===== src/design/hdlf_pkg.sv =====
package hdlf_pkg;

  localparam int BYTES_PER_LINE_DEF = 16;

  localparam logic [6:0] CH_ZERO  = 7'h30;
  localparam logic [6:0] CH_SEVEN = 7'h37;
  localparam logic [6:0] CH_COLON = 7'h3A;
  localparam logic [6:0] CH_SPACE = 7'h20;
  localparam logic [6:0] CH_NL    = 7'h0A;

  localparam int POS_W = 3;

  localparam logic [POS_W-1:0] POS_A3  = 3'd0;
  localparam logic [POS_W-1:0] POS_A2  = 3'd1;
  localparam logic [POS_W-1:0] POS_A1  = 3'd2;
  localparam logic [POS_W-1:0] POS_A0  = 3'd3;
  localparam logic [POS_W-1:0] POS_SEP = 3'd4;
  localparam logic [POS_W-1:0] POS_DH  = 3'd5;
  localparam logic [POS_W-1:0] POS_DL  = 3'd6;
  localparam logic [POS_W-1:0] POS_NL  = 3'd7;

  typedef struct packed {
    logic [7:0]  data_byte;
    logic [15:0] byte_address;
    logic        open_line;
    logic        close_line;
    logic        colon_sep;
  } item_t;

  typedef struct packed {
    logic [6:0]       text_char;
    logic             is_final;
    logic             is_nl;
    logic [POS_W-1:0] next_pos;
  } char_sel_t;

  function automatic logic [6:0] hex_digit(input logic [3:0] v);
    hex_digit = (v < 4'd10) ? (CH_ZERO + {3'b000, v}) : (CH_SEVEN + {3'b000, v});
  endfunction

endpackage


===== src/design/hdlf_char_sel.sv =====
module hdlf_char_sel
  import hdlf_pkg::*;
(
  input  item_t            item,
  input  logic [POS_W-1:0] pos,
  output char_sel_t        sel
);

  always_comb begin
    sel.text_char = CH_NL;
    sel.is_final  = 1'b0;
    sel.is_nl     = 1'b0;
    sel.next_pos  = POS_NL;
    case (pos)
      POS_A3: begin
        sel.text_char = hex_digit(item.byte_address[15:12]);
        sel.next_pos  = POS_A2;
      end
      POS_A2: begin
        sel.text_char = hex_digit(item.byte_address[11:8]);
        sel.next_pos  = POS_A1;
      end
      POS_A1: begin
        sel.text_char = hex_digit(item.byte_address[7:4]);
        sel.next_pos  = POS_A0;
      end
      POS_A0: begin
        sel.text_char = hex_digit(item.byte_address[3:0]);
        sel.next_pos  = POS_SEP;
      end
      POS_SEP: begin
        sel.text_char = item.colon_sep ? CH_COLON : CH_SPACE;
        sel.next_pos  = POS_DH;
      end
      POS_DH: begin
        sel.text_char = hex_digit(item.data_byte[7:4]);
        sel.next_pos  = POS_DL;
      end
      POS_DL: begin
        sel.text_char = hex_digit(item.data_byte[3:0]);
        sel.is_final  = !item.close_line;
        sel.next_pos  = POS_NL;
      end
      POS_NL: begin
        sel.text_char = CH_NL;
        sel.is_final  = 1'b1;
        sel.is_nl     = 1'b1;
        sel.next_pos  = POS_NL;
      end
      default: begin
        sel.text_char = CH_NL;
        sel.is_final  = 1'b1;
        sel.is_nl     = 1'b1;
        sel.next_pos  = POS_NL;
      end
    endcase
  end

endmodule


===== src/design/hex_dump_line_formatter_top.sv =====
// The first character of an item is registered from the item register into the output register once that is free.
// Throughput: one character per cycle through the single output character register while out_tready holds;
// an item yields 3 characters, plus 4 when it opens a line and 1 when it closes one
// (53 characters for a full line of 16 bytes). The next item is taken as the current one ends.
// Reset (rst_n low, synchronous): empties the item and output registers, column to zero.
module hex_dump_line_formatter_top
  import hdlf_pkg::*;
#(
  parameter int BYTES_PER_LINE = BYTES_PER_LINE_DEF
) (
  input  logic        clk,
  input  logic        rst_n,
  input  logic        in_tvalid,
  output logic        in_tready,
  input  logic [23:0] in_tdata,   // [7:0] data_byte, [23:8] byte_address
  input  logic        in_tlast,   // last_byte
  output logic        out_tvalid,
  input  logic        out_tready,
  output logic [7:0]  out_tdata,  // [6:0] text_char, [7] zero
  output logic        out_tlast,  // run_end
  output logic        out_tuser   // [0] line_end
);

  localparam int COL_W = (BYTES_PER_LINE > 1) ? $clog2(BYTES_PER_LINE) : 1;
  localparam logic [COL_W:0] LINE_LEN = (COL_W + 1)'(BYTES_PER_LINE);

  logic [COL_W-1:0] col_r, col_nxt;
  logic [COL_W:0]   col_inc;
  logic             item_vld_r;
  item_t            item_r, item_nxt;
  logic [POS_W-1:0] pos_r;
  char_sel_t        cs;
  logic             in_xfer, load, item_done;
  logic             out_vld_r, out_last_r, out_nl_r;
  logic [6:0]       out_char_r;

  hdlf_char_sel u_char_sel (
    .item (item_r),
    .pos  (pos_r),
    .sel  (cs)
  );

  assign load      = item_vld_r && (!out_vld_r || out_tready);
  assign item_done = load && cs.is_final;
  assign in_tready = !item_vld_r || item_done;
  assign in_xfer   = in_tvalid && in_tready;

  always_comb begin
    col_inc                = {1'b0, col_r} + (COL_W + 1)'(1);
    item_nxt.data_byte     = in_tdata[7:0];
    item_nxt.byte_address  = in_tdata[23:8];
    item_nxt.open_line     = (col_r == '0);
    item_nxt.close_line    = (col_inc == LINE_LEN) || in_tlast;
    item_nxt.colon_sep     = (col_r[1:0] != 2'b00);
    col_nxt                = item_nxt.close_line ? '0 : col_inc[COL_W-1:0];
  end

  always_ff @(posedge clk) begin
    if (!rst_n) begin
      col_r      <= '0;
      item_vld_r <= 1'b0;
      pos_r      <= POS_A3;
      out_vld_r  <= 1'b0;
    end else begin
      if (in_xfer) begin
        col_r      <= col_nxt;
        item_vld_r <= 1'b1;
        pos_r      <= item_nxt.open_line ? POS_A3 : POS_SEP;
      end else if (item_done) begin
        item_vld_r <= 1'b0;
      end else if (load) begin
        pos_r <= cs.next_pos;
      end
      if (load) begin
        out_vld_r <= 1'b1;
      end else if (out_tready) begin
        out_vld_r <= 1'b0;
      end
    end
  end

  always_ff @(posedge clk) begin
    if (in_xfer) begin
      item_r <= item_nxt;
    end
    if (load) begin
      out_char_r <= cs.text_char;
      out_last_r <= cs.is_final;
      out_nl_r   <= cs.is_nl;
    end
  end

  assign out_tvalid = out_vld_r;
  assign out_tdata  = {1'b0, out_char_r};
  assign out_tlast  = out_last_r;
  assign out_tuser  = out_nl_r;

  a_nl_ends_run: assert property (@(posedge clk) disable iff (!rst_n)
    out_tvalid && out_tuser |-> out_tlast && (out_tdata[6:0] == CH_NL))
    else $error("newline does not end its run");

  a_col_range: assert property (@(posedge clk) disable iff (!rst_n)
    {1'b0, col_r} < LINE_LEN)
    else $error("column out of range");

  a_nl_only_on_close: assert property (@(posedge clk) disable iff (!rst_n)
    item_vld_r && (pos_r == POS_NL) |-> item_r.close_line)
    else $error("newline position on a line that stays open");

  a_addr_only_on_open: assert property (@(posedge clk) disable iff (!rst_n)
    item_vld_r && (pos_r == POS_A3) |-> item_r.open_line)
    else $error("address emitted mid-line");

  a_close_resets_col: assert property (@(posedge clk) disable iff (!rst_n)
    in_xfer && item_nxt.close_line |=> col_r == '0)
    else $error("column not cleared after line close");

endmodule

===== config.mk =====
export PLATFORM = sky130hd
export DESIGN_NAME = hex_dump_line_formatter_top
export DESIGN_NICKNAME = d
export VERILOG_FILES = /design/src/design/hdlf_pkg.sv /design/src/design/hdlf_char_sel.sv /design/src/design/hex_dump_line_formatter_top.sv
export SDC_FILE = /design/constraint.sdc
export NUM_CORES = 1
export LEC_CHECK = 0
export BUFFER_PORTS_ARGS = -buffer_cell sky130_fd_sc_hd__buf_2
export CAP_MARGIN = 40
export CORE_ASPECT_RATIO = 0.8
export CORE_MARGIN = 2
export CORE_UTILIZATION = 55
export CTS_BUF_LIST = sky130_fd_sc_hd__clkbuf_16
export CTS_CLUSTER_DIAMETER = 50
export DETAILED_ROUTE_END_ITERATION = 6
export GPL_TIMING_DRIVEN = 0
export HOLD_SLACK_MARGIN = 0.12
export PLACE_DENSITY = 0.78
export SLEW_MARGIN = 20
export SYNTH_ARGS = -nofsm -noshare
export SYNTH_HDL_FRONTEND = slang
export SYNTH_SLANG_ARGS = --single-unit
export TNS_END_PERCENT = 10

===== constraint.sdc =====
create_clock -name clk -period 2.6 [get_ports clk]
set_clock_uncertainty 0.05 [all_clocks]
set_input_delay 0.26 -clock clk [delete_from_list [all_inputs] [get_ports clk]]
set_output_delay 0.26 -clock clk [all_outputs]
set_load 0.02 [all_outputs]

==> After elaboration in Yosys (flattened, before gate mapping) <==
Index checks and enable logic that the tools add are counted.
{ "op_classes": {"order_cmp": 6, "n_reduce_logical": 17, "addsub": 13, "n_mux": 20, "n_eq_ne": 9} }
{ "ops": {"columns": ["op", "count"], "rows": [
  ["6-bit by 4-bit adder with 7-bit output (first input constant)", 12],
  ["7-bit case mux with 8 select lines", 1],
  ["7-bit two-way mux", 6],
  ["4-bit < comparator (second input constant)", 6],
  ["3-bit case mux with 7 select lines", 1],
  ["3-bit equality test (second input constant)", 4],
  ["3-bit two-way mux", 4],
  ["2-bit nonzero test", 4],
  ["3-bit by 2-bit equality test with 1-bit output (second input constant)", 2],
  ["4-bit by 1-bit adder with 5-bit output (second input constant)", 1],
  ["5-bit equality test (second input constant)", 1],
  ["1-bit two-way mux", 5],
  ["5-bit two-way mux", 1],
  ["4-bit logical NOT", 1],
  ["4-bit two-way mux", 1],
  ["3-bit by 1-bit equality test with 1-bit output (second input constant)", 1],
  ["1-bit logical AND", 3],
  ["1-bit logical NOT", 3],
  ["3-bit logical NOT", 1],
  ["1-bit logical OR", 3],
  ["2-bit inequality test (second input constant)", 1],
  ["1-bit case mux with 2 select lines", 1],
  ["2-bit AND reduction", 1],
  ["2-bit OR reduction", 1]
]} }
{ "totals": {"wordCells": 76, "output_inout_bits": 12, "input_bits": 29, "reg_bits": 44} }

==> Logic depth before layout (Yosys ltp) <==
Gate-level depths: netlist of the first run.
{ "logic_depth": {"depth_word": 8, "depth_mapped": 7, "ltp_nobuf": 7} }

==> Modules after synthesis <==
A second synthesis of the first run with hierarchy kept.
{ "unflattened": {"hier_cells": 245, "area_unflattened_um2": 2519.9} }
{ "by_module_without_submodules": {"columns": ["module", "area_each_um2", "seq_area_each_um2", "cells_each", "instances"], "rows": [
  ["hex_dump_line_formatter_top", 1576.5, 1261.2, 93, 1],
  ["hdlf_char_sel", 943.4, 0.0, 152, 1]
]} }

==> Worst setup path before layout of the first run <==
No wires, ideal clock.
{ "synth_path": {"path_kind": "flip-flop to flip-flop", "from": "reg pos_r[2]", "to": "reg item_r[0] (netlist bit), enable pin", "path_slack_ns": 0.481, "required_time_ns": 2.169, "n_path_buf": 1, "setup_time_ns": 0.381, "stages_incl_launch_ff": 6, "arrival_ns": 1.688, "period_less_slack_ns": 2.119, "path_cell_list": "dfxtp_1 -> nand2_2 -> o31ai_4 -> nand2_2 -> buf_6 -> inv_1"} }
{ "synth_between": {"elab_chain_cells": 5, "word_cells_on_any_way": 6, "classes_between": "2 x eq/ne; 1 x mux; 3 x reduce/logical"} }
{ "synth_lines": {"columns": ["item", "line_no", "text"], "rows": [
  ["from (decl)", "hex_dump_line_formatter_top.sv:31", "logic [POS_W-1:0] pos_r;"],
  ["from (signal assigned)", "hex_dump_line_formatter_top.sv:68", "pos_r <= item_nxt.open_line ? POS_A3 : POS_SEP;"],
  ["from (signal assigned)", "hex_dump_line_formatter_top.sv:72", "pos_r <= cs.next_pos;"],
  ["3-bit equality test", "hdlf_char_sel.sv:14", "case (pos)"],
  ["1-bit case mux with 2 select lines (*)", "hdlf_char_sel.sv:14", null],
  ["1-bit logical AND (*)", "hex_dump_line_formatter_top.sv:44", "assign item_done = load && cs.is_final;"],
  ["1-bit logical OR (*)", "hex_dump_line_formatter_top.sv:45", "assign in_tready = !item_vld_r || item_done;"],
  ["named net in_tready", "hex_dump_line_formatter_top.sv:14", "output logic in_tready,"],
  ["1-bit logical AND (*)", "hex_dump_line_formatter_top.sv:46", "assign in_xfer = in_tvalid && in_tready;"],
  ["named net in_xfer", "hex_dump_line_formatter_top.sv:33", "logic in_xfer, load, item_done;"],
  ["to (signal assigned)", "hex_dump_line_formatter_top.sv:84", "item_r <= item_nxt;"],
  ["to (decl)", "hex_dump_line_formatter_top.sv:30", "item_t item_r, item_nxt;"]
]} }
Mark *: on every way through the listed nets, which the timed path passes. The rest lies on a longest branch.
A chain may end at the register's enable or synchronous reset.

==> metrics.md, run 1 <==
| Metric | Value |
|---|---|
| Status | `completed` |
| RSZ-0062 raised after global routing | `false` |
| FF-to-FF Start | `pos_r[0]` |
| Critical path buffer and inverter count | `2` |
| Async set-reset flop share out of synthesis | `0%` |
| Core area | `0.00418 mm2` |
| Leakage | `1.22 nW` |
| Slew Viols, Final | `0` |
| # hold bufs at CTS | `24` |
| Die area | `0.00488 mm2` |
| Hold WC Path Type | `in -> reg` |
| Ys Warns | `0` |
| Register area share after synthesis | `51.7%` |
| Slowest-stage cell, CP | `clkbuf_1` |
| DR DRC count | `0` |
| Largest family of logic cells by synthesized area | `compound AO/OA/AOI/OAI gates` |
| Count of cell types in the netlist | `48` |
| Fin crit share | `80.5%` |
| Die H | `62.9 um` |
| Port bufs | `39` |
| Most common cell in the synthesized netlist | `edfxtp_1` |
| Post-Syn Area | `0.00238 mm2` |
| Synthesized Nets | `272` |
| Crit path max fanout | `10` |
| ANT cells | `0` |
| PnR Total Power | `0.00168 W` |
| CTS Sinks | `44` |
| Wirelength per Cell | `14.2 um` |
| Clk Latency, worst-skew pair | `0.28 ns` |
| Fmax | `478 MHz` |
| Synth Instances | `235` |
| Global-route wire length before repair | `8450 um` |
| Post-synth top area share | `44.1%` |
| #FFs+latches synth | `44` |
| Synth area leader | `edfxtp_1` |
| Critical Path Max Stage Delay | `0.42 ns` |
| 1st-pass router iterations | `4` |
| Setup Buffers After CTS | `0` |
| Vias | `2010` |
| Number of H-tree levels | `2` |
| Simple-gate share of the synthesized area | `15.5%` |
| Mux contribution to synthesized area | `0.892%` |
| Clk pin slew, worst setup/hold paths | `0.05 ns` |
| Top cells by area, synth | `edfxtp_1 44%, dfxtp_1 7.6%, o21ai_0 5.2%` |
| Final WL | `5190 um` |
| MaxCap Viol Count | `0` |
| FP Rows | `21` |
| Worst Setup EP | `out_char_r[0]` |
| Nets | `344` |
| Crit path DAT | `2.03 ns` |
| CTS buffer count | `5` |
| Initial Util | `57.1%` |
| Pin count of the biggest net entering global routing | `22` |
| PostCTS Resize Cnt | `0` |
| Min Tclk post-route | `2.09 ns` |
| Setup violators final | `0` |
| Most common library cells after synthesis | `35 x edfxtp_1, 25 x o21ai_0, 20 x inv_1` |
| Reg2Reg Capture Point | `out_char_r[0]` |
| Die W | `77.6 um` |
| Synth Area in Adders | `4.20%` |
| DRT antenna net count | `0` |
| Area added between synthesis and finish | `28.5%` |
| Top cell by count, worst path | `clkbuf_1` |
| Critical Path Start | `pos_r[0]` |
| Post-Synthesis Mean Instance Area | `10.1 um2` |
| DR iter-0 viols | `191` |
| All-Layer GR Usage | `22.3%` |
| Setup slack, reg-to-reg | `0.51 ns` |
| Compound-Gate Fraction of Synth Area | `20.4%` |
| Initial antenna violation count | `0` |
| Crit. End Element | `flop` |
| Root Buffer | `clkbuf_16` |
| Cell Chain, Critical Path | `clkbuf_1 > clkbuf_1 > nor3_1 > o41ai_1 > o21ai_0` |
| Worst setup SP type | `flop` |
| Data required time of the worst path | `2.54 ns` |
| Reg2Reg Depth | `5` |
| Post-Synth XOR/XNOR Area | `2.20%` |
| EDFF count, synth | `35` |
| I/O pins | `41` |
| GRT overflow | `0` |
| CP top delay family | `buffers and inverters` |
| Top FF cell, synth | `edfxtp_1` |
| Worst Setup Path Type | `reg -> reg` |
| Maximum VDD drop | `432 uV` |
| CP Depth | `5` |
| Clk buf depth | `2` |
| Vias in the first global route | `1874` |
| Final Hold Viols | `0` |
| Hpwl dp | `3460 um` |
| Layout cell share with drive strength beyond 1 | `17.2%` |
| Routability cong. | `0.900` |
| CTS tree | `yes` |
| Setup TNS | `0 ns` |
| Vias/cell | `5.51` |
| Pwr per Cell Area | `550 mW/mm2` |
| Worst hold margin | `0.192 ns` |
[logic make-up (layout without fill, tap and decap cells)]
group / after synthesis / after routing
AOI/OAI and AO/OA: 76 / 76
and+or+nand+nor: 69 / 69
DFF: 44 / 44
buffers and inverters: 29 / 102
adders and majority gates: 8 / 8
xor gates and xnor gates: 6 / 6
muxes: 2 / 2
other: 1 / 1
[layer usage]
layer,part of all wire (%),global-route usage (%),up-vias
li1,-,-,1009
met1,46,30.0,905
met2,45,35.9,86
met3,7.5,4.91,10
met4,1.3,7.59,0
met5,0,0,-
[stage by stage]
stage          std cells  worst slack, ns  instance area [um2]  utilization (%)
4_1_cts              365            0.530                 3060             73.3
6_report             365            0.506                 3060             73.3
3_5_place_dp         333            0.547                 2690             64.3
2_1_floorplan        235            0.481                 2380                -
3_3_place_gp         331            0.257                 2650             63.4
5_1_grt              365            0.399                 3060             73.3
[cells in the final DEF (no fill, tap or decap), types with 5 or more instances in the layout]
| cell type | n |
|---|---|
| buf_2 | 39 |
| a21oi_1 | 19 |
| nor2b_1 | 8 |
| clkbuf_16 | 5 |
| nor2_1 | 12 |
| xnor2_1 | 6 |
| inv_1 | 22 |
| dfxtp_1 | 9 |
| clkbuf_1 | 5 |
| o21ai_0 | 25 |
| ha_1 | 8 |
| nand2_1 | 17 |
| a211oi_1 | 5 |
| dlygate4sd3_1 | 24 |
| nor3_1 | 6 |
| edfxtp_1 | 35 |
[cell type report]
class | instances | area [um2]
Sequential cell | 44 | 1230
Fill cell | 314 | 1120
Multi-Input combinational cell | 162 | 1030
Timing Repair Buffer | 65 | 470
Clock buffer | 5 | 125
Inverter | 20 | 75.1
Tap cell | 57 | 71.3
Buffer | 9 | 45.0
Clock inverter | 3 | 11.3
[worst min path at each step]
stage | cells past startpoint | from | endpoint | slack [ns]
floorplan | 0 | in_tdata[15] | item_r[10] | 0.31
global placement | 1 | in_tdata[13] | item_r[8] | 0.39
detailed placement | 1 | in_tdata[11] | item_r[6] | 0.39
CTS | 3 | in_tvalid | item_vld_r | 0.19
global route | 3 | in_tvalid | item_vld_r | 0.23
finish | 3 | in_tvalid | item_vld_r | 0.19
[worst reg2reg max path: stages, from the launching register on]
cell      delay, ns
dfxtp_1        0.38
clkbuf_1       0.35
clkbuf_1       0.42
nor3_1         0.11
o41ai_1        0.29
o21ai_0        0.21
[where the power goes]
group | internal (W) | total, W | leakage [nW] | switching, W
clock | 0.000345 | 0.000568 | 0.0738 | 0.000224
combinational | 0.000125 | 0.000274 | 0.739 | 0.000149
sequential | 0.000812 | 0.000842 | 0.407 | 0.0000300
[sequential cells by signal, summed over array words and instances, names as in the netlist]
name,flops
pos_r,3
out_tuser,1
col_r,4
item_vld_r,1
out_char_r,7
out_tvalid,1
out_tlast,1
item_r,26
No activity file was read; power rests on OpenSTA's default activity.
==> run 2, diff against run 1 <==
- ABC_AREA: default -> 1
- CORE_UTILIZATION: 55 -> 51
- PLACE_DENSITY: 0.78 -> 0.76
- clock period: 2.6 -> 1.8 ns (I/O delays scaled with it)
==> metrics.md, run 2 <==
| Metric | Value |
|---|---|
| Final Hold Viols | `0 (unchanged)` |
| Routability cong. | `0.866 (-3.8%)` |
| Register area share after synthesis | `49.3% (-2.4 points)` |
| Initial Util | `53.7% (-3.3 points)` |
| Setup violators final | `0 (unchanged)` |
| Worst setup margin | `0.186 ns (-0.320 ns)` |
| Util after Layout | `69.1% (-4.2 points)` |
| Post-Synthesis Mean Instance Area | `7.86 um2 (-23%)` |
| GRT overflow | `0 (unchanged)` |
| Die area | `0.00548 mm2 (+12%)` |
| Status | `completed` |
| Cell Chain, Critical Path | `inv_1 > nand3_1 > nor2_1 > nand2_1 > nand2_1 > nor2_1 > nand3_1` |
| Fmax | `620 MHz (+30%)` |
| Net Sw Power | `0.000608 W (+51%)` |
| All-Layer GR Usage | `21.9% (-0.39 points)` |
| Most frequent cells in the layout | `83 x nand2_1, 55 x inv_1, 42 x nor2_1, 39 x nand3_1, 39 x buf_2` |
| Largest regs | `item_r x26, out_char_r x7, col_r x4` |
| Data required time of the worst path | `1.77 ns (-0.77 ns)` |
| ANT cells | `0 (unchanged)` |
| Top cells by area, synth | `edfxtp_1 42%, nand2_1 12%, inv_1 8.1%` |
| Clk buf depth | `2 (unchanged)` |
| Critical path buffer and inverter count | `1 (-1)` |
| Port bufs | `39 (unchanged)` |
| MaxCap Viol Count | `0 (unchanged)` |
| Slew Viols, Final | `0 (unchanged)` |
| Slowest-stage cell, CP | `dfxtp_1` |
| Clk pin slew, worst setup/hold paths | `0.06 ns (about the same)` |
| CTS buffer count | `5 (unchanged)` |
| CP top delay family | `simple AND/OR/NAND/NOR gates` |
| EDFF count, synth | `35 (unchanged)` |
| Compound-Gate Fraction of Synth Area | `6.96% (-13 points)` |
| Number of H-tree levels | `2 (unchanged)` |
| Async set-reset flop share out of synthesis | `0% (unchanged)` |
| RSZ-0062 raised after global routing | `false` |
| Clock network power share | `35.6% (+1.8 points)` |
| Vias in the first global route | `2005 (+7.0%)` |
| Die W | `82.3 um (+6.0%)` |
| CTS Sinks | `44 (unchanged)` |
| Post-synth top area share | `42.1% (-2.0 points)` |
| Maximum VDD drop | `451 uV (+4.3%)` |
| Wirelength per Cell | `11.8 um (-17%)` |
| Most common cell in the synthesized netlist | `nand2_1` |
| Top FF cell, synth | `edfxtp_1` |
| Pwr per Cell Area | `759 mW/mm2 (+38%)` |
| CTS tree | `yes` |
| Leakage | `1.58 nW (+29%)` |
| Post-Synth XOR/XNOR Area | `0.351% (-1.9 points)` |
| Layout cell share with drive strength beyond 1 | `16.0% (-1.2 points)` |
| Synthesized Nets | `355 (+31%)` |
| Worst Setup Path Type | `reg -> reg` |
| Die H | `66.6 um (+5.9%)` |
| Crit. End Element | `flop` |
| Commonest non-fill, non-tap cell in the layout | `nand2_1` |
| Count of cell types in the netlist | `24 (-50%)` |
| Synth Area in Adders | `4.01% (-0.19 points)` |
| Comb pwr share | `14.8% (-1.5 points)` |
| Critical Path Max Stage Delay | `0.46 ns (+0.04 ns)` |
| Core area | `0.00465 mm2 (+11%)` |
| Most flop-heavy register | `item_r` |
| Place WS | `-0.00412 ns (-0.551 ns)` |
| Initial antenna violation count | `0 (unchanged)` |
| Part of the power in registers | `49.6% (-0.4 points)` |
| #FFs+latches synth | `44 (unchanged)` |
| Synth area leader | `edfxtp_1` |
| Min Tclk post-route | `1.61 ns (-0.480 ns)` |
| Ys Warns | `0 (unchanged)` |
| Max reg flops | `26 (unchanged)` |
| Post-Syn Area | `0.00250 mm2 (+4.8%)` |
| Hpwl dp | `3790 um (+9.5%)` |
| Crit path DAT | `1.58 ns (-0.45 ns)` |
| Internal power | `0.00183 W (+43%)` |
| Fin crit share | `89.7% (+9.1 points)` |
| Clk Latency, worst-skew pair | `0.29 ns (about the same)` |
| Root Buffer | `clkbuf_16` |
| PnR Total Power | `0.00244 W (+45%)` |
| Simple-gate share of the synthesized area | `30.4% (+15 points)` |
| Area added between synthesis and finish | `28.6%` |
| Vias/cell | `4.97 (-9.8%)` |
| DR DRC count | `0 (unchanged)` |
| Mux contribution to synthesized area | `0% (-0.89 points)` |
| Switching share of power | `24.9% (+1.0 points)` |
| Crit path max fanout | `7 (-3)` |
| Pin count of the biggest net entering global routing | `19 (-14%)` |
| Nets | `429 (+25%)` |
| Global-route wire length before repair | `8910 um (+5.5%)` |
| 1st-pass router iterations | `4 (unchanged)` |
| FP Rows | `22 (+4.8%)` |
| Final WL | `5370 um (+3.5%)` |
| I/O pins | `41 (unchanged)` |
| DR iter-0 viols | `132 (-31%)` |
| Worst setup SP type | `flop` |
| Synth Instances | `318 (+35%)` |
| Hold WC Path Type | `in -> reg` |
| Most common library cells after synthesis | `83 x nand2_1, 54 x inv_1, 42 x nor2_1` |
| Largest family of logic cells by synthesized area | `simple AND/OR/NAND/NOR gates` |
| Vias | `2250 (+12%)` |
| DRT antenna net count | `0 (unchanged)` |
-- run 2: cell count changes after synthesis, moves of 8 or more --
cell     delta
nor2_1     +30
o21ai_0    -16
nand2_1    +66
nor2b_1     -8
inv_1      +34
nand3_1    +35
-- run 2: worst register-to-register path, stage by stage, from the launching register on --
cell,delay [ns]
dfxtp_1,0.46
inv_1,0.13
nand3_1,0.21
nor2_1,0.08
nand2_1,0.07
nand2_1,0.06
nor2_1,0.16
nand3_1,0.13
-- run 2: power by group through the flow --
stage / Combinational (W) / Sequential (W) / Clock, W
final: 0.000360 / 0.00121 / 0.000868
after floorplan: 0.000178 / 0.00124 / 0
after CTS: 0.000356 / 0.00121 / 0.000880
after global placement: 0.000284 / 0.00123 / 0
after detailed placement: 0.000303 / 0.00123 / 0
after global routing: 0.000403 / 0.00122 / 0.000941
-- run 2: cell families (layout without fill, tap and decap cells) --
family / Yosys count / after routing
DFF: 44 / 44
and+or+nand+nor: 177 / 177
xor gates and xnor gates: 1 / 1
adders and majority gates: 8 / 8
AOI/OAI and AO/OA: 29 / 29
other: 1 / 1
buffers and inverters: 58 / 133
-- run 2: path summary, 6_finish.rpt --
path                               start             to  slack (ns)  depth (start not counted)
worst min-delay path            in_tlast       col_r[0]        0.15                          4
worst max-delay path            pos_r[2]  out_char_r[2]        0.19                          7
worst min register to register  col_r[0]       col_r[0]        0.46                          2
worst max register to register  pos_r[2]  out_char_r[2]        0.19                          7
-- run 2: per-layer routing --
layer  routed length, um  GRT usage (%)  up-vias
met5                   0              0        -
met4                  89           8.96        0
met3                 319           5.28       10
met2                2530           35.4       61
met1                2430           28.1     1011
li1                    -              -     1168
-- run 2: through the flow --
stage / std cells / hold WS, ns / TNS, ns / area, um2
detailed placement: 418 / 0.308 / -0.0503 / 2800
global placement: 417 / 0.307 / -3.09 / 2770
CTS: 453 / 0.143 / 0 / 3210
finish: 453 / 0.147 / 0 / 3210
global route: 453 / 0.194 / 0 / 3210
floorplan: 318 / 0.229 / 0 / 2500
-- run 2: repair_timing --
action / 4_1_cts / 5_1_grt
hold endpoints to repair: 25 / 0
gates resized for setup: 0 / 0
setup endpoints to repair: 14 / 0
hold buffers: 25 / 0
buffers inserted: 2 / 0
-- run 2: cell type report --
type | count | area [um2]
Fill cell | 371 | 1440
Sequential cell | 44 | 1230
Multi-Input combinational cell | 216 | 1050
Timing Repair Buffer | 67 | 500
Inverter | 57 | 214
Clock buffer | 5 | 125
Tap cell | 60 | 75.1
Clock inverter | 3 | 13.8
Buffer | 1 | 7.51
==> run 3, diff against run 2 <==
- ABC_AREA: 1 -> 0
- CORE_UTILIZATION: 51 -> 50
- PLACE_DENSITY: 0.76 -> 0.75
==> metrics.md, run 3 (same netlist as run 1, synthesis figures left out) <==
| Metric | Value |
|---|---|
| Status | `finished, violations left` |
| Violated checks | `setup timing` |
| Most flop-heavy register | `item_r` |
| Util after Layout | `69.6% (+0.50 points)` |
| Worst setup SP type | `flop` |
| Layout cell share with drive strength beyond 1 | `26.5% (+10 points)` |
| 1st-pass router iterations | `4 (unchanged)` |
| FF-to-FF Start | `item_r[4]` |
| Min Tclk post-route | `1.82 ns (+0.205 ns)` |
| All-Layer GR Usage | `21.5% (-0.44 points)` |
| I/O pins | `41 (unchanged)` |
| Crit path DAT | `1.79 ns (+0.21 ns)` |
| Hpwl dp | `3560 um (-6.1%)` |
| Setup violators final | `2 (+2)` |
| Leakage | `1.30 nW (-18%)` |
| Initial antenna violation count | `0 (unchanged)` |
| Max reg flops | `26 (unchanged)` |
| Pin count of the biggest net entering global routing | `14 (-5)` |
| Routability cong. | `0.944 (+9.0%)` |
| Initial Util | `51.9% (-1.9 points)` |
| DR iter-0 viols | `166 (+26%)` |
| DRT antenna net count | `0 (unchanged)` |
| GRT overflow | `0 (unchanged)` |
| Port bufs | `39 (unchanged)` |
| Final WL | `5240 um (-2.3%)` |
| Nets | `353 (-18%)` |
| CTS tree | `yes` |
| Die W | `81.2 um (-1.3%)` |
| Global-route wire length before repair | `8550 um (-4.0%)` |
| Clk buf depth | `2 (unchanged)` |
| Most frequent cells in the layout | `40 x buf_2, 35 x edfxtp_1, 25 x dlygate4sd3_1, 19 x inv_1, 19 x a21oi_1` |
| Clock network power share | `34.0% (-1.6 points)` |
| Critical Path Max Stage Delay | `0.44 ns (-0.02 ns)` |
| Min-delay src | `rst_n` |
| Hold WC Path Type | `in -> reg` |
| Worst Hold Depth | `2 (-2)` |
| FP Rows | `22 (unchanged)` |
| Data required time of the worst path | `1.77 ns (about the same)` |
| Multi-input gate area | `0.00109 mm2 (+4.4%)` |
| Clk Latency, worst-skew pair | `0.28 ns (about the same)` |
| Switching share of power | `24.9% (-0.051 points)` |
| Number of H-tree levels | `2 (unchanged)` |
| Cell Chain, Critical Path | `inv_2 > ha_4 > nor2b_1 > o21ai_1 > or2_0 > nor3b_1 > o32a_1` |
| Clk pin slew, worst setup/hold paths | `0.06 ns (about the same)` |
| Worst Setup Path Type | `reg -> reg` |
| Worst setup margin | `-0.0188 ns (-0.205 ns)` |
| Reg2Reg Capture Point | `out_char_r[4]` |
| Core area | `0.00460 mm2 (-1.2%)` |
| Largest regs | `item_r x26, out_char_r x7, col_r x4` |
| Fin crit share | `101% (+11 points)` |
| Fmax | `550 MHz (-11%)` |
| ANT cells | `0 (unchanged)` |
| MaxCap Viol Count | `0 (unchanged)` |
| Die H | `65.8 um (-1.3%)` |
| Slowest-stage cell, CP | `edfxtp_1` |
| Internal power | `0.00187 W (+2.2%)` |
| Maximum VDD drop | `478 uV (+6.1%)` |
| DR DRC count | `0 (unchanged)` |
| Register area | `0.00124 mm2 (+0.61%)` |
| Crit. End Element | `flop` |
| Final Hold Viols | `0 (unchanged)` |
| Pwr per Cell Area | `778 mW/mm2 (+2.6%)` |
| Part of the power in registers | `48.9% (-0.7 points)` |
| Vias in the first global route | `1892 (-5.6%)` |
| CTS Sinks | `44 (unchanged)` |
| Net Sw Power | `0.000619 W (+1.9%)` |
| Area added between synthesis and finish | `34.2%` |
| Commonest non-fill, non-tap cell in the layout | `buf_2` |
| Setup slack, reg-to-reg | `-0.02 ns (-0.20 ns)` |
| Vias/cell | `5.49 (+11%)` |
| Comb pwr share | `17.0% (+2.2 points)` |
| Reg2Reg Depth | `7 (unchanged)` |
| Vias | `2070 (-8.0%)` |
| Root Buffer | `clkbuf_16` |
| RSZ-0062 raised after global routing | `true` |
| Critical path buffer and inverter count | `1 (unchanged)` |
| Die area | `0.00534 mm2 (-2.5%)` |
| CP top delay family | `flip-flops` |
| Wirelength per Cell | `13.9 um (+17%)` |
| Crit path max fanout | `4 (-3)` |
| Slew Viols, Final | `0 (unchanged)` |
| Worst Hold End | `out_tvalid` |
| FILL cells | `338 (-8.9%)` |
| Worst hold margin | `0.132 ns (-0.0153 ns)` |
| CTS buffer count | `5 (unchanged)` |
run 3: cell count changes in the layout (fill, tap and decap cells not counted), moves of 6 or more:
cell and change:
nand2_1 -66, inv_1 -36, nand3_1 -35, nor2_1 -30
buf_4 +8, a21oi_1 +7, o21ai_0 +7, nor2b_1 +6
run 3: how the worst max path moves through the flow:
stage	startpoint	end	slack [ns]	cells past startpoint
global route	item_r[4]	out_char_r[4]	-0.12	7
global placement	pos_r[0]	out_char_r[0]	-0.38	5
finish	item_r[4]	out_char_r[4]	-0.02	7
CTS	item_r[4]	out_char_r[4]	-0.007	7
floorplan	out_tvalid	item_r[0]	-0.002	5
detailed placement	pos_r[0]	out_char_r[0]	-0.35	5
run 3: metal layers:
metal	up-vias	routed length, um	GRT usage (%)
li1	1029	-	-
met1	964	2320	29.5
met5	-	0	0
met2	66	2480	34.1
met3	11	350	4.95
met4	0	91	6.14
run 3: stage by stage:
stage / setup TNS (ns) / power, W / setup WS, ns / instances / cell area, um2
6_report: -0.0328 / 0.00249 / -0.0188 / 377 / 3200
5_1_grt: -0.280 / 0.00261 / -0.118 / 377 / 3200
4_1_cts: -0.00890 / 0.00249 / -0.00724 / 377 / 3170
3_5_place_dp: -3.93 / 0.00158 / -0.349 / 335 / 2680
3_3_place_gp: -4.45 / 0.00157 / -0.385 / 334 / 2680
2_1_floorplan: -0.0559 / 0.00146 / -0.00215 / 235 / 2410
run 3: timing repair:
action                     4_1_cts  5_1_grt
cloned                           1        0
buffers inserted                 8        0
hold endpoints to repair        25        0
setup endpoints to repair       32        7
hold buffers                    25        0
pin swaps                        5        3
resized for setup               18       14
run 3: power by group through the flow:
stage	clock, W	sequential, W	combinational, W
finish	0.000848	0.00122	0.000424
global placement	0	0.00124	0.000332
global route	0.000913	0.00123	0.000467
CTS	0.000860	0.00121	0.000413
detailed placement	0	0.00124	0.000341
floorplan	0	0.00125	0.000209
run 3: area by class of cell:
type,count,area share (%)
sequential,44,38.7
clock inverter,3,0.352
multi-input combinational,162,34.2
timing repair buffer,73,16.0
clock buffer,5,3.91
timing repair inverter,1,0.235
tap,60,2.35
buffer,9,1.76
inverter,20,2.46
